## src/hdl/ursd_pkg.sv

```systemverilog
// Shared types, register indexes, reset values and the segment decoder for the ranging core.
package ursd_pkg;

	localparam int MeasureW = 24;
	localparam int TimeoutW = 20;
	localparam int ScanW    = 16;
	localparam int DistW    = 15;
	localparam int CfgW     = 24;
	localparam int CfgAddrW = 2;
	localparam int RemW     = 9;
	localparam int CmStep   = 10;
	localparam int CmDiv    = 291;

	localparam logic [CfgAddrW-1:0] REG_MEASURE_PERIOD = 2'd0;
	localparam logic [CfgAddrW-1:0] REG_ECHO_TIMEOUT   = 2'd1;
	localparam logic [CfgAddrW-1:0] REG_DIGIT_PERIOD   = 2'd2;

	localparam logic [MeasureW-1:0] MEASURE_PERIOD_RESET = 24'd1000000;
	localparam logic [TimeoutW-1:0] ECHO_TIMEOUT_RESET   = 20'd1000000;
	localparam logic [ScanW-1:0]    DIGIT_PERIOD_RESET   = 16'd1000;

	typedef enum logic [1:0] {
		PH_IDLE,
		PH_TRIG,
		PH_WAIT,
		PH_PULSE
	} phase_t;

	typedef struct packed {
		logic              trigger;
		logic              reading_done;
		logic              timed_out;
		logic [DistW-1:0]  distance_cm;
	} rng_status_t;

	typedef struct packed {
		logic [3:0] digit_enable;
		logic [6:0] segments;
	} disp_out_t;

	function automatic logic [6:0] seg_of(input logic [3:0] digit);
		logic [6:0] seg;
		unique case (digit)
			4'd0: seg = 7'h40;
			4'd1: seg = 7'h79;
			4'd2: seg = 7'h24;
			4'd3: seg = 7'h30;
			4'd4: seg = 7'h19;
			4'd5: seg = 7'h12;
			4'd6: seg = 7'h02;
			4'd7: seg = 7'h78;
			4'd8: seg = 7'h00;
			4'd9: seg = 7'h18;
			default: seg = 7'h7F;
		endcase
		return seg;
	endfunction

endpackage

```

## src/hdl/ursd_ranger.sv

```systemverilog
// Trigger sequencer, echo pulse timer and running centimeter and decimal digit counters.
module ursd_ranger #(
	parameter int NUM_DIGITS = 4,
	parameter int TRIGGER_HIGH_TICKS = 10,
	parameter int TRIGGER_LOW_TICKS = 5
) (
	input  logic                                clk,
	input  logic                                arst_n,
	input  logic                                step,
	input  logic                                echo,
	input  logic [ursd_pkg::MeasureW-1:0]        measure_period,
	input  logic [ursd_pkg::TimeoutW-1:0]        echo_timeout,
	output logic                                load,
	output logic [NUM_DIGITS-1:0][3:0]          load_digits,
	output ursd_pkg::rng_status_t               status
);
	import ursd_pkg::*;

	localparam logic [MeasureW-1:0] TrigLow  = MeasureW'(TRIGGER_LOW_TICKS);
	localparam logic [MeasureW-1:0] TrigEnd  = MeasureW'(TRIGGER_LOW_TICKS + TRIGGER_HIGH_TICKS);
	localparam logic [MeasureW-1:0] TrigLast =
		MeasureW'(TRIGGER_LOW_TICKS + TRIGGER_HIGH_TICKS - 1);
	localparam logic [MeasureW-1:0] MaxPeriod = '1;
	localparam logic [TimeoutW-1:0] MaxWait = '1;

	phase_t                     phase_q, phase_n;
	logic [MeasureW-1:0]        period_q, period_n, c;
	logic [TimeoutW-1:0]        wait_q, wait_n;
	logic [TimeoutW-1:0]        width_q, width_n;
	logic [RemW-1:0]            rem_q, rem_n, rem_sum;
	logic [DistW-1:0]           cm_q, cm_n;
	logic [NUM_DIGITS-1:0][3:0] bcd_q, bcd_n;
	logic [DistW-1:0]           dist_q, dist_n;
	logic                       tmo_q, tmo_n;
	logic                       trig, done, carry;

	always_comb begin
		c = period_q;
		phase_n = phase_q;
		wait_n = wait_q;
		width_n = width_q;
		rem_n = rem_q;
		cm_n = cm_q;
		bcd_n = bcd_q;
		dist_n = dist_q;
		tmo_n = tmo_q;
		trig = 1'b0;
		done = 1'b0;
		load = 1'b0;
		load_digits = bcd_q;
		rem_sum = rem_q + RemW'(CmStep);
		carry = 1'b0;

		if (phase_q == PH_IDLE && c >= measure_period) begin
			c = '0;
			phase_n = PH_TRIG;
		end

		if (phase_n == PH_TRIG) begin
			if (c >= TrigLow && c < TrigEnd) begin
				trig = 1'b1;
			end
			if (c >= TrigLast) begin
				phase_n = PH_WAIT;
				wait_n = '0;
				width_n = '0;
				rem_n = '0;
				cm_n = '0;
				bcd_n = '0;
			end
		end else if (phase_n == PH_WAIT || phase_n == PH_PULSE) begin
			if (phase_n == PH_PULSE && !echo) begin
				load = 1'b1;
				load_digits = bcd_q;
				dist_n = cm_q;
				tmo_n = 1'b0;
				done = 1'b1;
				phase_n = PH_IDLE;
			end else begin
				if (wait_q != MaxWait) begin
					wait_n = wait_q + 1'b1;
				end
				if (echo) begin
					if (phase_n == PH_WAIT) begin
						phase_n = PH_PULSE;
						width_n = TimeoutW'(1);
						rem_n = '0;
						cm_n = '0;
						bcd_n = '0;
					end else if (width_q != MaxWait) begin
						width_n = width_q + 1'b1;
						if (width_q[0]) begin
							if (rem_sum >= RemW'(CmDiv)) begin
								rem_n = rem_sum - RemW'(CmDiv);
								cm_n = cm_q + 1'b1;
								carry = 1'b1;
								for (int i = NUM_DIGITS - 1; i >= 0; i--) begin
									if (carry) begin
										if (bcd_q[i] == 4'd9) begin
											bcd_n[i] = 4'd0;
										end else begin
											bcd_n[i] = bcd_q[i] + 1'b1;
											carry = 1'b0;
										end
									end
								end
							end else begin
								rem_n = rem_sum;
							end
						end
					end
				end
				if (wait_n >= echo_timeout) begin
					load = 1'b1;
					load_digits = '0;
					dist_n = '0;
					tmo_n = 1'b1;
					done = 1'b1;
					phase_n = PH_IDLE;
				end
			end
		end

		period_n = (c != MaxPeriod) ? c + 1'b1 : MaxPeriod;

		status.trigger = trig;
		status.reading_done = done;
		status.timed_out = tmo_n;
		status.distance_cm = dist_n;
	end

	always_ff @(posedge clk or negedge arst_n) begin
		if (!arst_n) begin
			phase_q <= PH_IDLE;
			period_q <= '0;
			wait_q <= '0;
			width_q <= '0;
			rem_q <= '0;
			cm_q <= '0;
			bcd_q <= '0;
			dist_q <= '0;
			tmo_q <= 1'b0;
		end else if (step) begin
			phase_q <= phase_n;
			period_q <= period_n;
			wait_q <= wait_n;
			width_q <= width_n;
			rem_q <= rem_n;
			cm_q <= cm_n;
			bcd_q <= bcd_n;
			dist_q <= dist_n;
			tmo_q <= tmo_n;
		end
	end

endmodule

```

## src/hdl/ursd_display.sv

```systemverilog
// Digit store, scan timer and seven-segment decode for the multiplexed display.
module ursd_display #(
	parameter int NUM_DIGITS = 4
) (
	input  logic                             clk,
	input  logic                             arst_n,
	input  logic                             step,
	input  logic                             load,
	input  logic [NUM_DIGITS-1:0][3:0]       load_digits,
	input  logic [ursd_pkg::ScanW-1:0]        digit_period,
	output ursd_pkg::disp_out_t              disp
);
	import ursd_pkg::*;

	localparam int IdxW = (NUM_DIGITS > 1) ? $clog2(NUM_DIGITS) : 1;
	localparam logic [IdxW-1:0] LastIdx = IdxW'(NUM_DIGITS - 1);

	logic [NUM_DIGITS-1:0][3:0] shown_q, shown_n;
	logic [ScanW-1:0]           scan_q, scan_n;
	logic [ScanW:0]             scan_inc;
	logic [IdxW-1:0]            idx_q, idx_n;
	logic [3:0]                 digit;

	always_comb begin
		shown_n = load ? load_digits : shown_q;
		digit = shown_n[idx_q];
		disp.segments = seg_of(digit);
		for (int k = 0; k < 4; k++) begin
			disp.digit_enable[k] = (int'(idx_q) == k);
		end

		scan_inc = {1'b0, scan_q} + 1'b1;
		scan_n = scan_inc[ScanW-1:0];
		idx_n = idx_q;
		if (scan_inc >= {1'b0, digit_period}) begin
			scan_n = '0;
			idx_n = (idx_q == LastIdx) ? '0 : idx_q + 1'b1;
		end
	end

	always_ff @(posedge clk or negedge arst_n) begin
		if (!arst_n) begin
			shown_q <= '0;
			scan_q <= '0;
			idx_q <= '0;
		end else if (step) begin
			shown_q <= shown_n;
			scan_q <= scan_n;
			idx_q <= idx_n;
		end
	end

endmodule

```

## src/hdl/ultrasonic_range_seven_segment_core.sv

```systemverilog
// Top level of the ultrasonic ranging core with handshake registers and configuration.
//
// Channel   Dir  Beat contents
// s_*       in   one tick: echo level
// m_*       out  one tick: trigger, digit enable, segments, distance, done, timeout flag
// cfg_*     in   register write: index and data
//
// An input beat sits in the input register and its result is computed by short logic
// into the output register.
// A new beat is taken every cycle while the output side keeps up.
// A stalled output holds both stages; the input register refills as soon as it moves.
// Reset clears all counters, the digit store and both handshake stages.
module ultrasonic_range_seven_segment_core #(
	parameter int NUM_DIGITS = 4,
	parameter int TRIGGER_HIGH_TICKS = 10,
	parameter int TRIGGER_LOW_TICKS = 5
) (
	input  logic                              clk,
	input  logic                              arst_n,
	input  logic                              s_tvalid,
	output logic                              s_tready,
	input  logic [7:0]                        s_tdata,  // [0] echo_level
	output logic                              m_tvalid,
	input  logic                              m_tready,
	// [0] trigger, [4:1] digit_enable, [11:5] segments, [26:12] distance_cm,
	// [27] reading_done, [28] timed_out
	output logic [31:0]                       m_tdata,
	input  logic                              cfg_we,
	input  logic [ursd_pkg::CfgAddrW-1:0]      cfg_addr,
	input  logic [ursd_pkg::CfgW-1:0]          cfg_data
);
	import ursd_pkg::*;

	logic [MeasureW-1:0]        measure_period_q;
	logic [TimeoutW-1:0]        echo_timeout_q;
	logic [ScanW-1:0]           digit_period_q;
	logic                       valid_s1;
	logic                       echo_s1;
	logic                       advance;
	logic                       load;
	logic [NUM_DIGITS-1:0][3:0] load_digits;
	rng_status_t                status;
	disp_out_t                  disp;
	logic [31:0]                result_s2;

	assign advance = valid_s1 && (!m_tvalid || m_tready);
	assign s_tready = !valid_s1 || advance;

	always_ff @(posedge clk or negedge arst_n) begin
		if (!arst_n) begin
			measure_period_q <= MEASURE_PERIOD_RESET;
			echo_timeout_q <= ECHO_TIMEOUT_RESET;
			digit_period_q <= DIGIT_PERIOD_RESET;
		end else if (cfg_we) begin
			unique case (cfg_addr)
				REG_MEASURE_PERIOD: measure_period_q <= cfg_data[MeasureW-1:0];
				REG_ECHO_TIMEOUT:   echo_timeout_q <= cfg_data[TimeoutW-1:0];
				REG_DIGIT_PERIOD:   digit_period_q <= cfg_data[ScanW-1:0];
				default: ;
			endcase
		end
	end

	always_ff @(posedge clk or negedge arst_n) begin
		if (!arst_n) begin
			valid_s1 <= 1'b0;
		end else if (s_tready) begin
			valid_s1 <= s_tvalid;
		end
	end

	always_ff @(posedge clk) begin
		if (s_tready && s_tvalid) begin
			echo_s1 <= s_tdata[0];
		end
	end

	ursd_ranger #(
		.NUM_DIGITS(NUM_DIGITS),
		.TRIGGER_HIGH_TICKS(TRIGGER_HIGH_TICKS),
		.TRIGGER_LOW_TICKS(TRIGGER_LOW_TICKS)
	) u_ranger (
		.clk(clk),
		.arst_n(arst_n),
		.step(advance),
		.echo(echo_s1),
		.measure_period(measure_period_q),
		.echo_timeout(echo_timeout_q),
		.load(load),
		.load_digits(load_digits),
		.status(status)
	);

	ursd_display #(
		.NUM_DIGITS(NUM_DIGITS)
	) u_display (
		.clk(clk),
		.arst_n(arst_n),
		.step(advance),
		.load(load),
		.load_digits(load_digits),
		.digit_period(digit_period_q),
		.disp(disp)
	);

	always_ff @(posedge clk or negedge arst_n) begin
		if (!arst_n) begin
			m_tvalid <= 1'b0;
		end else if (advance) begin
			m_tvalid <= 1'b1;
		end else if (m_tready) begin
			m_tvalid <= 1'b0;
		end
	end

	always_ff @(posedge clk) begin
		if (advance) begin
			result_s2 <= {3'b000, status.timed_out, status.reading_done, status.distance_cm,
				disp.segments, disp.digit_enable, status.trigger};
		end
	end

	assign m_tdata = result_s2;

`ifndef NO_ASSERTIONS
	a_ready_when_out_empty: assert property (@(posedge clk) disable iff (!arst_n)
		!m_tvalid |-> s_tready)
		else $error("Input not ready while the output register is empty.");

	a_enable_onehot: assert property (@(posedge clk) disable iff (!arst_n)
		m_tvalid |-> $onehot0(m_tdata[4:1]))
		else $error("More than one digit enabled.");

	a_timeout_zero: assert property (@(posedge clk) disable iff (!arst_n)
		(m_tvalid && m_tdata[27] && m_tdata[28]) |-> (m_tdata[26:12] == '0))
		else $error("Timed-out reading with nonzero distance.");

	a_no_trigger_on_done: assert property (@(posedge clk) disable iff (!arst_n)
		(m_tvalid && m_tdata[27]) |-> !m_tdata[0])
		else $error("Trigger driven on the beat a reading was latched.");
`endif

endmodule

```

## config.mk

```make
export PLATFORM = sky130hd
export DESIGN_NAME = ultrasonic_range_seven_segment_core
export DESIGN_NICKNAME = d
export VERILOG_FILES = /design/src/hdl/ursd_pkg.sv /design/src/hdl/ursd_ranger.sv /design/src/hdl/ursd_display.sv /design/src/hdl/ultrasonic_range_seven_segment_core.sv
export SDC_FILE = /design/constraint.sdc
export NUM_CORES = 1
export LEC_CHECK = 0
export ABC_CLOCK_PERIOD_IN_PS = 7200
export BUFFER_PORTS_ARGS = -buffer_cell sky130_fd_sc_hd__clkbuf_2
export CORE_MARGIN = 2
export CORE_UTILIZATION = 40
export CTS_BUF_LIST = sky130_fd_sc_hd__clkbuf_8
export DETAILED_ROUTE_END_ITERATION = 7
export GPL_TIMING_DRIVEN = 1
export RECOVER_POWER = 50
export SLEW_MARGIN = 20
export SYNTH_ARGS = -nofsm -noshare
export SYNTH_HDL_FRONTEND = slang
export SYNTH_SLANG_ARGS = --single-unit
```

## constraint.sdc

```tcl
create_clock -name clk -period 7.2 [get_ports clk]
set_clock_uncertainty 0.2 [all_clocks]
set_input_delay 0.72 -clock clk [delete_from_list [all_inputs] [get_ports clk]]
set_output_delay 0.72 -clock clk [all_outputs]
set_load 0.02 [all_outputs]
```

=== Word-level counts from Yosys, hierarchy flattened ===
Memories as Yosys holds them, arrays and structs flattened. A register that Yosys moved wholly into a read port is not among the register bits.
Index checks and enable logic that the tools add are counted.

* Input port bits: 39
* Word-level logic and storage cells: 210
* Output and inout port bits: 34
* Memory bits (read-only): 112
* Memories: 1
* RAM bits: 0
* Register bits after elaboration: 248
* Bits in latches: 0

{| class="wikitable"
|+ Memories
! name !! depth !! width !! read ports !! clocked after Yosys merged registers in !! write ports !! line !! RTL
|-
| (no name shown) || 16 || 7 || 1 || 1 || 0 || ursd_pkg.sv:43 || <nowiki>unique case (digit)</nowiki>
|}

* Mux-type cells: 111
* $add $sub $neg: 12
* Reduce and logical (&&, ||, !) cells: 34
* Equality and inequality tests: 18
* Shift-type cells: 0
* Bitwise operators: 0
* Div/mod/pow operators: 0
* $lt $le $gt $ge: 8
* Multiply operators: 0

{| class="wikitable"
|+ Operator list
! kind !! number
|-
| $mux W20 || 14
|-
| $mux W16 || 15
|-
| $mux W15 || 13
|-
| $mux W9 || 9
|-
| $mux W24 || 2
|-
| $add A20 B1 Y20 const B || 2
|-
| $mux W1 || 40
|-
| $ne A20 B20 Y1 const B || 2
|-
| $mux W4 || 8
|-
| $reduce_and A9 Y1 || 3
|-
| $add A24 B1 Y24 const B || 1
|-
| $ge A24 B24 Y1 || 1
|-
| $ge A24 B3 Y1 const B || 1
|-
| $ge A24 B4 Y1 const B || 1
|-
| $lt A24 B4 Y1 const B || 1
|-
| $ne A24 B24 Y1 const B || 1
|-
| $ge A20 B20 Y1 || 1
|-
| $mux W2 || 9
|-
| $reduce_bool A3 Y1 || 6
|-
| $add A16 B1 Y17 const B || 1
|-
| $ge A17 B16 Y1 || 1
|-
| $add A4 B1 Y4 const B || 4
|-
| $eq A4 B4 Y1 const B || 4
|-
| $add A15 B1 Y15 const B || 1
|-
| 20 further kinds || 42
|}

=== Logic depth before layout (Yosys ltp) ===
* Depth after elaboration: 37
* Depth in mapped cells: 20
* Gate-level depth less buffers: 20

=== Cells and area by module ===
Synthesis repeated with hierarchy kept, for this count alone.

* Cell total of the unflattened synthesis: 1,448
* Area total of the unflattened synthesis: 14,350.0 um^2

{| class="wikitable"
|+ Modules (own cells, without submodules)
! module !! area an instance (um^2) !! instances !! seq. area each (um^2) !! cells an instance
|-
| ursd_ranger || 8,448.1 || 1 || 3,052.9 || 1,014
|-
| ultrasonic_range_seven_segment_core || 3,301.9 || 1 || 2,477.4 || 170
|-
| ursd_display || 2,600.0 || 1 || 850.8 || 264
|}

=== Worst setup path before layout ===
OpenSTA, ideal clock, no wires.

* Path type: register to register
* From: reg u_ranger.wait_q[3]
* To: reg result_s2[11], in the netlist m_tdata[11], data pin
* Path slack: 2,603 ps
* Buffers on the path: 0
* Cell stages (with the launch flop): 19
* Setup time: 258 ps
* Clock period less this slack: 4,597 ps
* Data required time: 6,742 ps
* Arrival time: 4,140 ps
* Cells stage by stage: dfrtp_1 -> and3_1 -> nand3_1 -> nor4_4 -> or2_2 -> nor2_1 -> and3_1 -> xor2_1 -> ha_1 -> nand4_1 -> or4_1 -> o211a_1 -> a221oi_1 -> or4_1 -> inv_1 -> ha_1 -> nand2b_1 -> o211ai_1 -> nand2_1

* Longest elaborated chain between the ends: 13
* Elaborated cells on any way between the ends: 18
* Classes of those cells: 1 x add/sub; 1 x order compare; 1 x eq/ne; 15 x mux

{| class="wikitable"
|+ Ends and longest elaborated chain
! element !! line !! RTL
|-
| start: declaration || ursd_ranger.sv:28 || <nowiki>logic [TimeoutW-1:0] wait_q, wait_n;</nowiki>
|-
| start signal: assignment || ursd_ranger.sv:146 || <nowiki>wait_q <= wait_n;</nowiki>
|-
| $add A20 B1 Y20 / $ne A20 B20 Y1 (equally long branches) || ursd_ranger.sv:81, ursd_ranger.sv:80 ||
|-
| $mux W20 (*) || ursd_ranger.sv:80 || <nowiki>if (wait_q != MaxWait) begin</nowiki>
|-
| $mux W20 (*) || ursd_ranger.sv:72 || <nowiki>if (phase_n == PH_PULSE && !echo) begin</nowiki>
|-
| $mux W20 (*) || ursd_ranger.sv:71 || <nowiki>end else if (phase_n == PH_WAIT || phase_n == PH_PULSE) begin</nowiki>
|-
| $mux W20 (*) || ursd_ranger.sv:59 || <nowiki>if (phase_n == PH_TRIG) begin</nowiki>
|-
| $ge A20 B20 Y1 (*) || ursd_ranger.sv:113 || <nowiki>if (wait_n >= echo_timeout) begin</nowiki>
|-
| $mux W16 / $mux W1 (equally long branches) || ursd_ranger.sv:113 ||
|-
| $mux W16 / $mux W1 (equally long branches) || ursd_ranger.sv:72 ||
|-
| $mux W16 / $mux W1 (equally long branches) (2 in series) || - ||
|-
| $mux W16 (*) || ursd_display.sv:25 || <nowiki>shown_n = load ? load_digits : shown_q;</nowiki>
|-
| $bmux W4 S2 (*) || ursd_display.sv:26 || <nowiki>digit = shown_n[idx_q];</nowiki>
|-
| $mux W4 (implied by the code) (*) || ursd_display.sv:26 ||
|-
| end: declaration || ultrasonic_range_seven_segment_core.sv:44 || <nowiki>logic [31:0] result_s2;</nowiki>
|}

Mark *: on every way between the ends. The rest lies on a longest branch, timed or not. The select of a mux whose other input is x is not followed.
A chain may end at the register's enable or synchronous reset.

=== Worst setup path after layout ===
* From: reg u_ranger.wait_q[11]
* To: reg result_s2[11], in the netlist m_tdata[11], data pin

Same word-level chain as after synthesis.

==> impl_metrics.json <==
{
  "post_cts_buffers": 0,
  "critPathKind": "register to register",
  "synth_ff_type": "dfrtp_1",
  "antenna_left": 0,
  "initial_utilization_pct": 40.7,
  "rsz0062_at_grt": "false",
  "final_core_util_pct": 45.5,
  "post-route-period-util_pct": 77.1,
  "pwr-share-comb_pct": 29.9,
  "vdd_ir_drop_max_v": 0.000172,
  "crit_start": "u_ranger.wait_q[11]",
  "vias": 11200,
  "antenna_cells": 0,
  "cts_root_buf": "clkbuf_8",
  "path_clk_slew_ns": 0.06,
  "p_sw_share_pct": 37.0,
  "synth_edf_count": 30,
  "hold_depth": 3,
  "worstPathCellList": "nand3_1 -> nor2_1 -> nand3_1 -> nor4_4 -> or2_2 -> nor2_1 -> and3_1 -> xor2_1 -> ha_1 -> nand4_1 -> or4_1 -> o211ai_4 -> o21ai_4 -> o21ai_0 -> inv_1 -> ha_1 -> nand2b_1 -> o211ai_1 -> nand2_1",
  "fmax_ghz": 0.180,
  "period_needed_ns": 5.55,
  "stdcell_count": 2047,
  "hpwlAfterDp_mm": 23.2,
  "grt_pass1_vias": 10900,
  "wl_per_cell_microns": 16.4,
  "io_pins": 73,
  "syn_to_final_growth_pct": 11.8,
  "tightest_slew_ns": 2.92,
  "end_kind": "register",
  "syn_area_sq_um": 14000,
  "grt_max_degree": 116,
  "switchingPower_uw": 1770,
  "grt.total_usage_pct": 18.9,
  "crit_fanout": 18,
  "synth_top_area_share_pct": 35.3,
  "drt_first_pass_iters": 5,
  "r2r_start": "u_ranger.wait_q[11]",
  "grt_pass1_wl_mm": 55.9,
  "holdCritStartpoint": "cfg_data[21]",
  "seq_power_share_pct": 39.5,
  "whs_ns": 0.126,
  "reg2reg_slack_ns": 1.65,
  "final_nets": 1680,
  "rr_worst_depth": 19,
  "internal_power_uw": 3020,
  "async_flop_share_pct": 87.9,
  "die-area_sq_um": 36600,
  "dpl.cell_count": 1958,
  "die_y_microns": 191,
  "row_count": 68,
  "setup_violations": 0,
  "yosys.area.top_type": "dfrtp_1",
  "viasPerCell": 5.46,
  "p_leak_uw": 0.00721,
  "cap_violations": 2,
  "numCtsBuffers": 47,
  "place_worst_setup_slack_ns": 1.73,
  "r2r-end": "m_tdata[11]",
  "drive_above_1_share_pct": 12.2,
  "clock_power_share_pct": 30.6,
  "required_ns": 7.31,
  "synthDistinctLibCells": 80,
  "place.gp.congestion": 0.828,
  "final_hold_viol_count": 0,
  "worstSkewPairLatency_ns": 0.61,
  "drt-initial-drc-count": 619,
  "cts_buffer_depth": 3,
  "numClockSinks": 248,
  "post-route-drc-count": 0,
  "tns_ns": 0,
  "synth_warnings": 0,
  "die_x_microns": 191,
  "start_kind": "register",
  "power_density_nw_per_um2": 305,
  "wl_mm": 33.7,
  "port-buffer-count": 62,
  "cpPeakStageDelay_ns": 0.57,
  "hp-class": "input pin to register",
  "syn_avg_cell_area_sq_um": 9.40,
  "htree_levels": 2,
  "fill_cells": 3362,
  "setup_ws_ns": 1.65,
  "hold_path_end": "measure_period_q[21]",
  "slew_headroom_pct": -94.9,
  "critical_path.slowest_cell": "o21ai_0",
  "antenna_found_initial": 0,
  "crit_arrival_ns": 5.66,
  "outcome": "finished, violations left",
  "drv_slew": 164,
  "synthTopCellsByArea": "dfrtp_1 (35%), ha_1 (7.8%), edfxtp_1 (6.4%)",
  "design.core.area_sq_um": 34500,
  "synth_cells": 1494,
  "violations": "capacitance limit, slew limit",
  "cts_tree": "done",
  "synth.ff_latch_count": 248,
  "grt_overflow": 0,
  "ys_seq_area_share_pct": 45.4
}
==> registers in the layout, indices dropped and copies added (netlist names) <==
signal and cells:
u_display.shown_q 16, u_display.scan_q 16, echo_timeout_q 20, digit_period_q 16, u_ranger.bcd_q 16, echo_s1 1
measure_period_q 24, u_ranger.cm_q 15, u_ranger.wait_q 20, u_ranger.rem_q 9, u_ranger.phase_q 2, u_ranger.dist_q 15
u_ranger.period_q 24, u_display.idx_q 2, m_tvalid 1, valid_s1 1, u_ranger.width_q 20, m_tdata 29
u_ranger.tmo_q 1
==> cells in the final DEF (no fill, tap or decap), types with 29 or more instances in the layout <==
master    Yosys  routed
clkbuf_8      0      61
a22o_1       34      34
clkbuf_2      0      29
inv_1        90     101
nor2_1      104     103
dfrtp_1     198     198
ha_1         88      88
nand2_1     226     226
mux2_2       40      40
edfxtp_1     30      30
a21oi_1      85      85
clkbuf_1     41      34
o21ai_0     111     111
nand3_1      52      52
xor2_1       32      32
==> metal layers <==
layer	GRT usage, %	part of all wire, %	vias up	wire length, microns
met1	25.9	47	5436	15700
met3	3.65	4.6	57	1540
li1	-	-	5442	-
met4	6.04	2.0	0	674
met5	0	0	-	0
met2	30.2	47	237	15700
==> power groups by stage <==
stage               sequential [uW]  clock, uW  combinational (uW)
finish                         1890       1470                1430
global route                   1930       1580                1630
CTS                            1890       1520                1460
detailed placement             1910          0                1450
global placement               1910          0                1410
floorplan                      1850          0                1100
==> layout make-up <==
class	count	area, sq um	share of cell area (%)
Clock inverter	27	178	1.13
Inverter	92	347	2.21
Sequential cell	248	6380	40.6
Multi-Input combinational cell	1094	7060	44.9
Timing Repair Buffer	70	335	2.13
Tap cell	455	569	3.62
Clock buffer	61	840	5.34
==> per-stage QoR <==
stage,area [sq um],total power [uW]
finish,15700,4790
global route,15700,5140
CTS,15800,4860
detailed placement,14700,3360
global placement,14700,3320
floorplan,14100,2950
==> cells in the mapped netlist, types with 9 or more instances <==
master,count
and3_1,18
a22o_1,34
o21ai_0,111
or3_1,16
dfstp_2,20
nand2b_1,13
nor3_1,19
o31ai_1,18
edfxtp_1,30
a31oi_1,15
clkbuf_1,41
nand4_1,23
inv_1,90
a21o_1,21
a21oi_1,85
dfrtp_1,198
nand3_1,52
nor2_1,104
xnor2_1,25
mux2_2,40
nor4_1,13
ha_1,88
a211oi_1,9
nand2_1,226
xor2_1,32
==> worst max-delay path, delay by kind of cell (launching register included) <==
family          cells  cell delay (ns)
fa+ha+maj           2             0.51
compound gates      4             1.27
flops               1             0.45
buf+inv             1             0.15
simple gates       11             2.48
xor+xnor            1             0.18
==> worst max-delay path by stage <==
stage                              to  slack (ns)  cells after the start
final                     m_tdata[11]        1.65                     19
after global routing      m_tdata[11]        1.28                     19
after CTS                 m_tdata[11]        1.67                     19
after detailed placement  m_tdata[11]        1.73                     19
after global placement    m_tdata[11]        1.86                     19
after floorplan           m_tdata[11]        2.60                     18
==> kinds of logic after synthesis <==
family,synth area share (%)
adders and majority gates,7.84
DFF,45.4
and+or+nand+nor,17.3
muxes,3.97
other,0.0267
AOI/OAI and AO/OA,17.5
xor gates and xnor gates,3.55
buffers and inverters,4.40
==> timing repair <==
action                                 in CTS  in global routing
resized for setup                           0                  0
hold buffers                                1                  0
endpoints found under the hold margin      17                  0
Note: power is estimated with default switching activity, not from simulation.
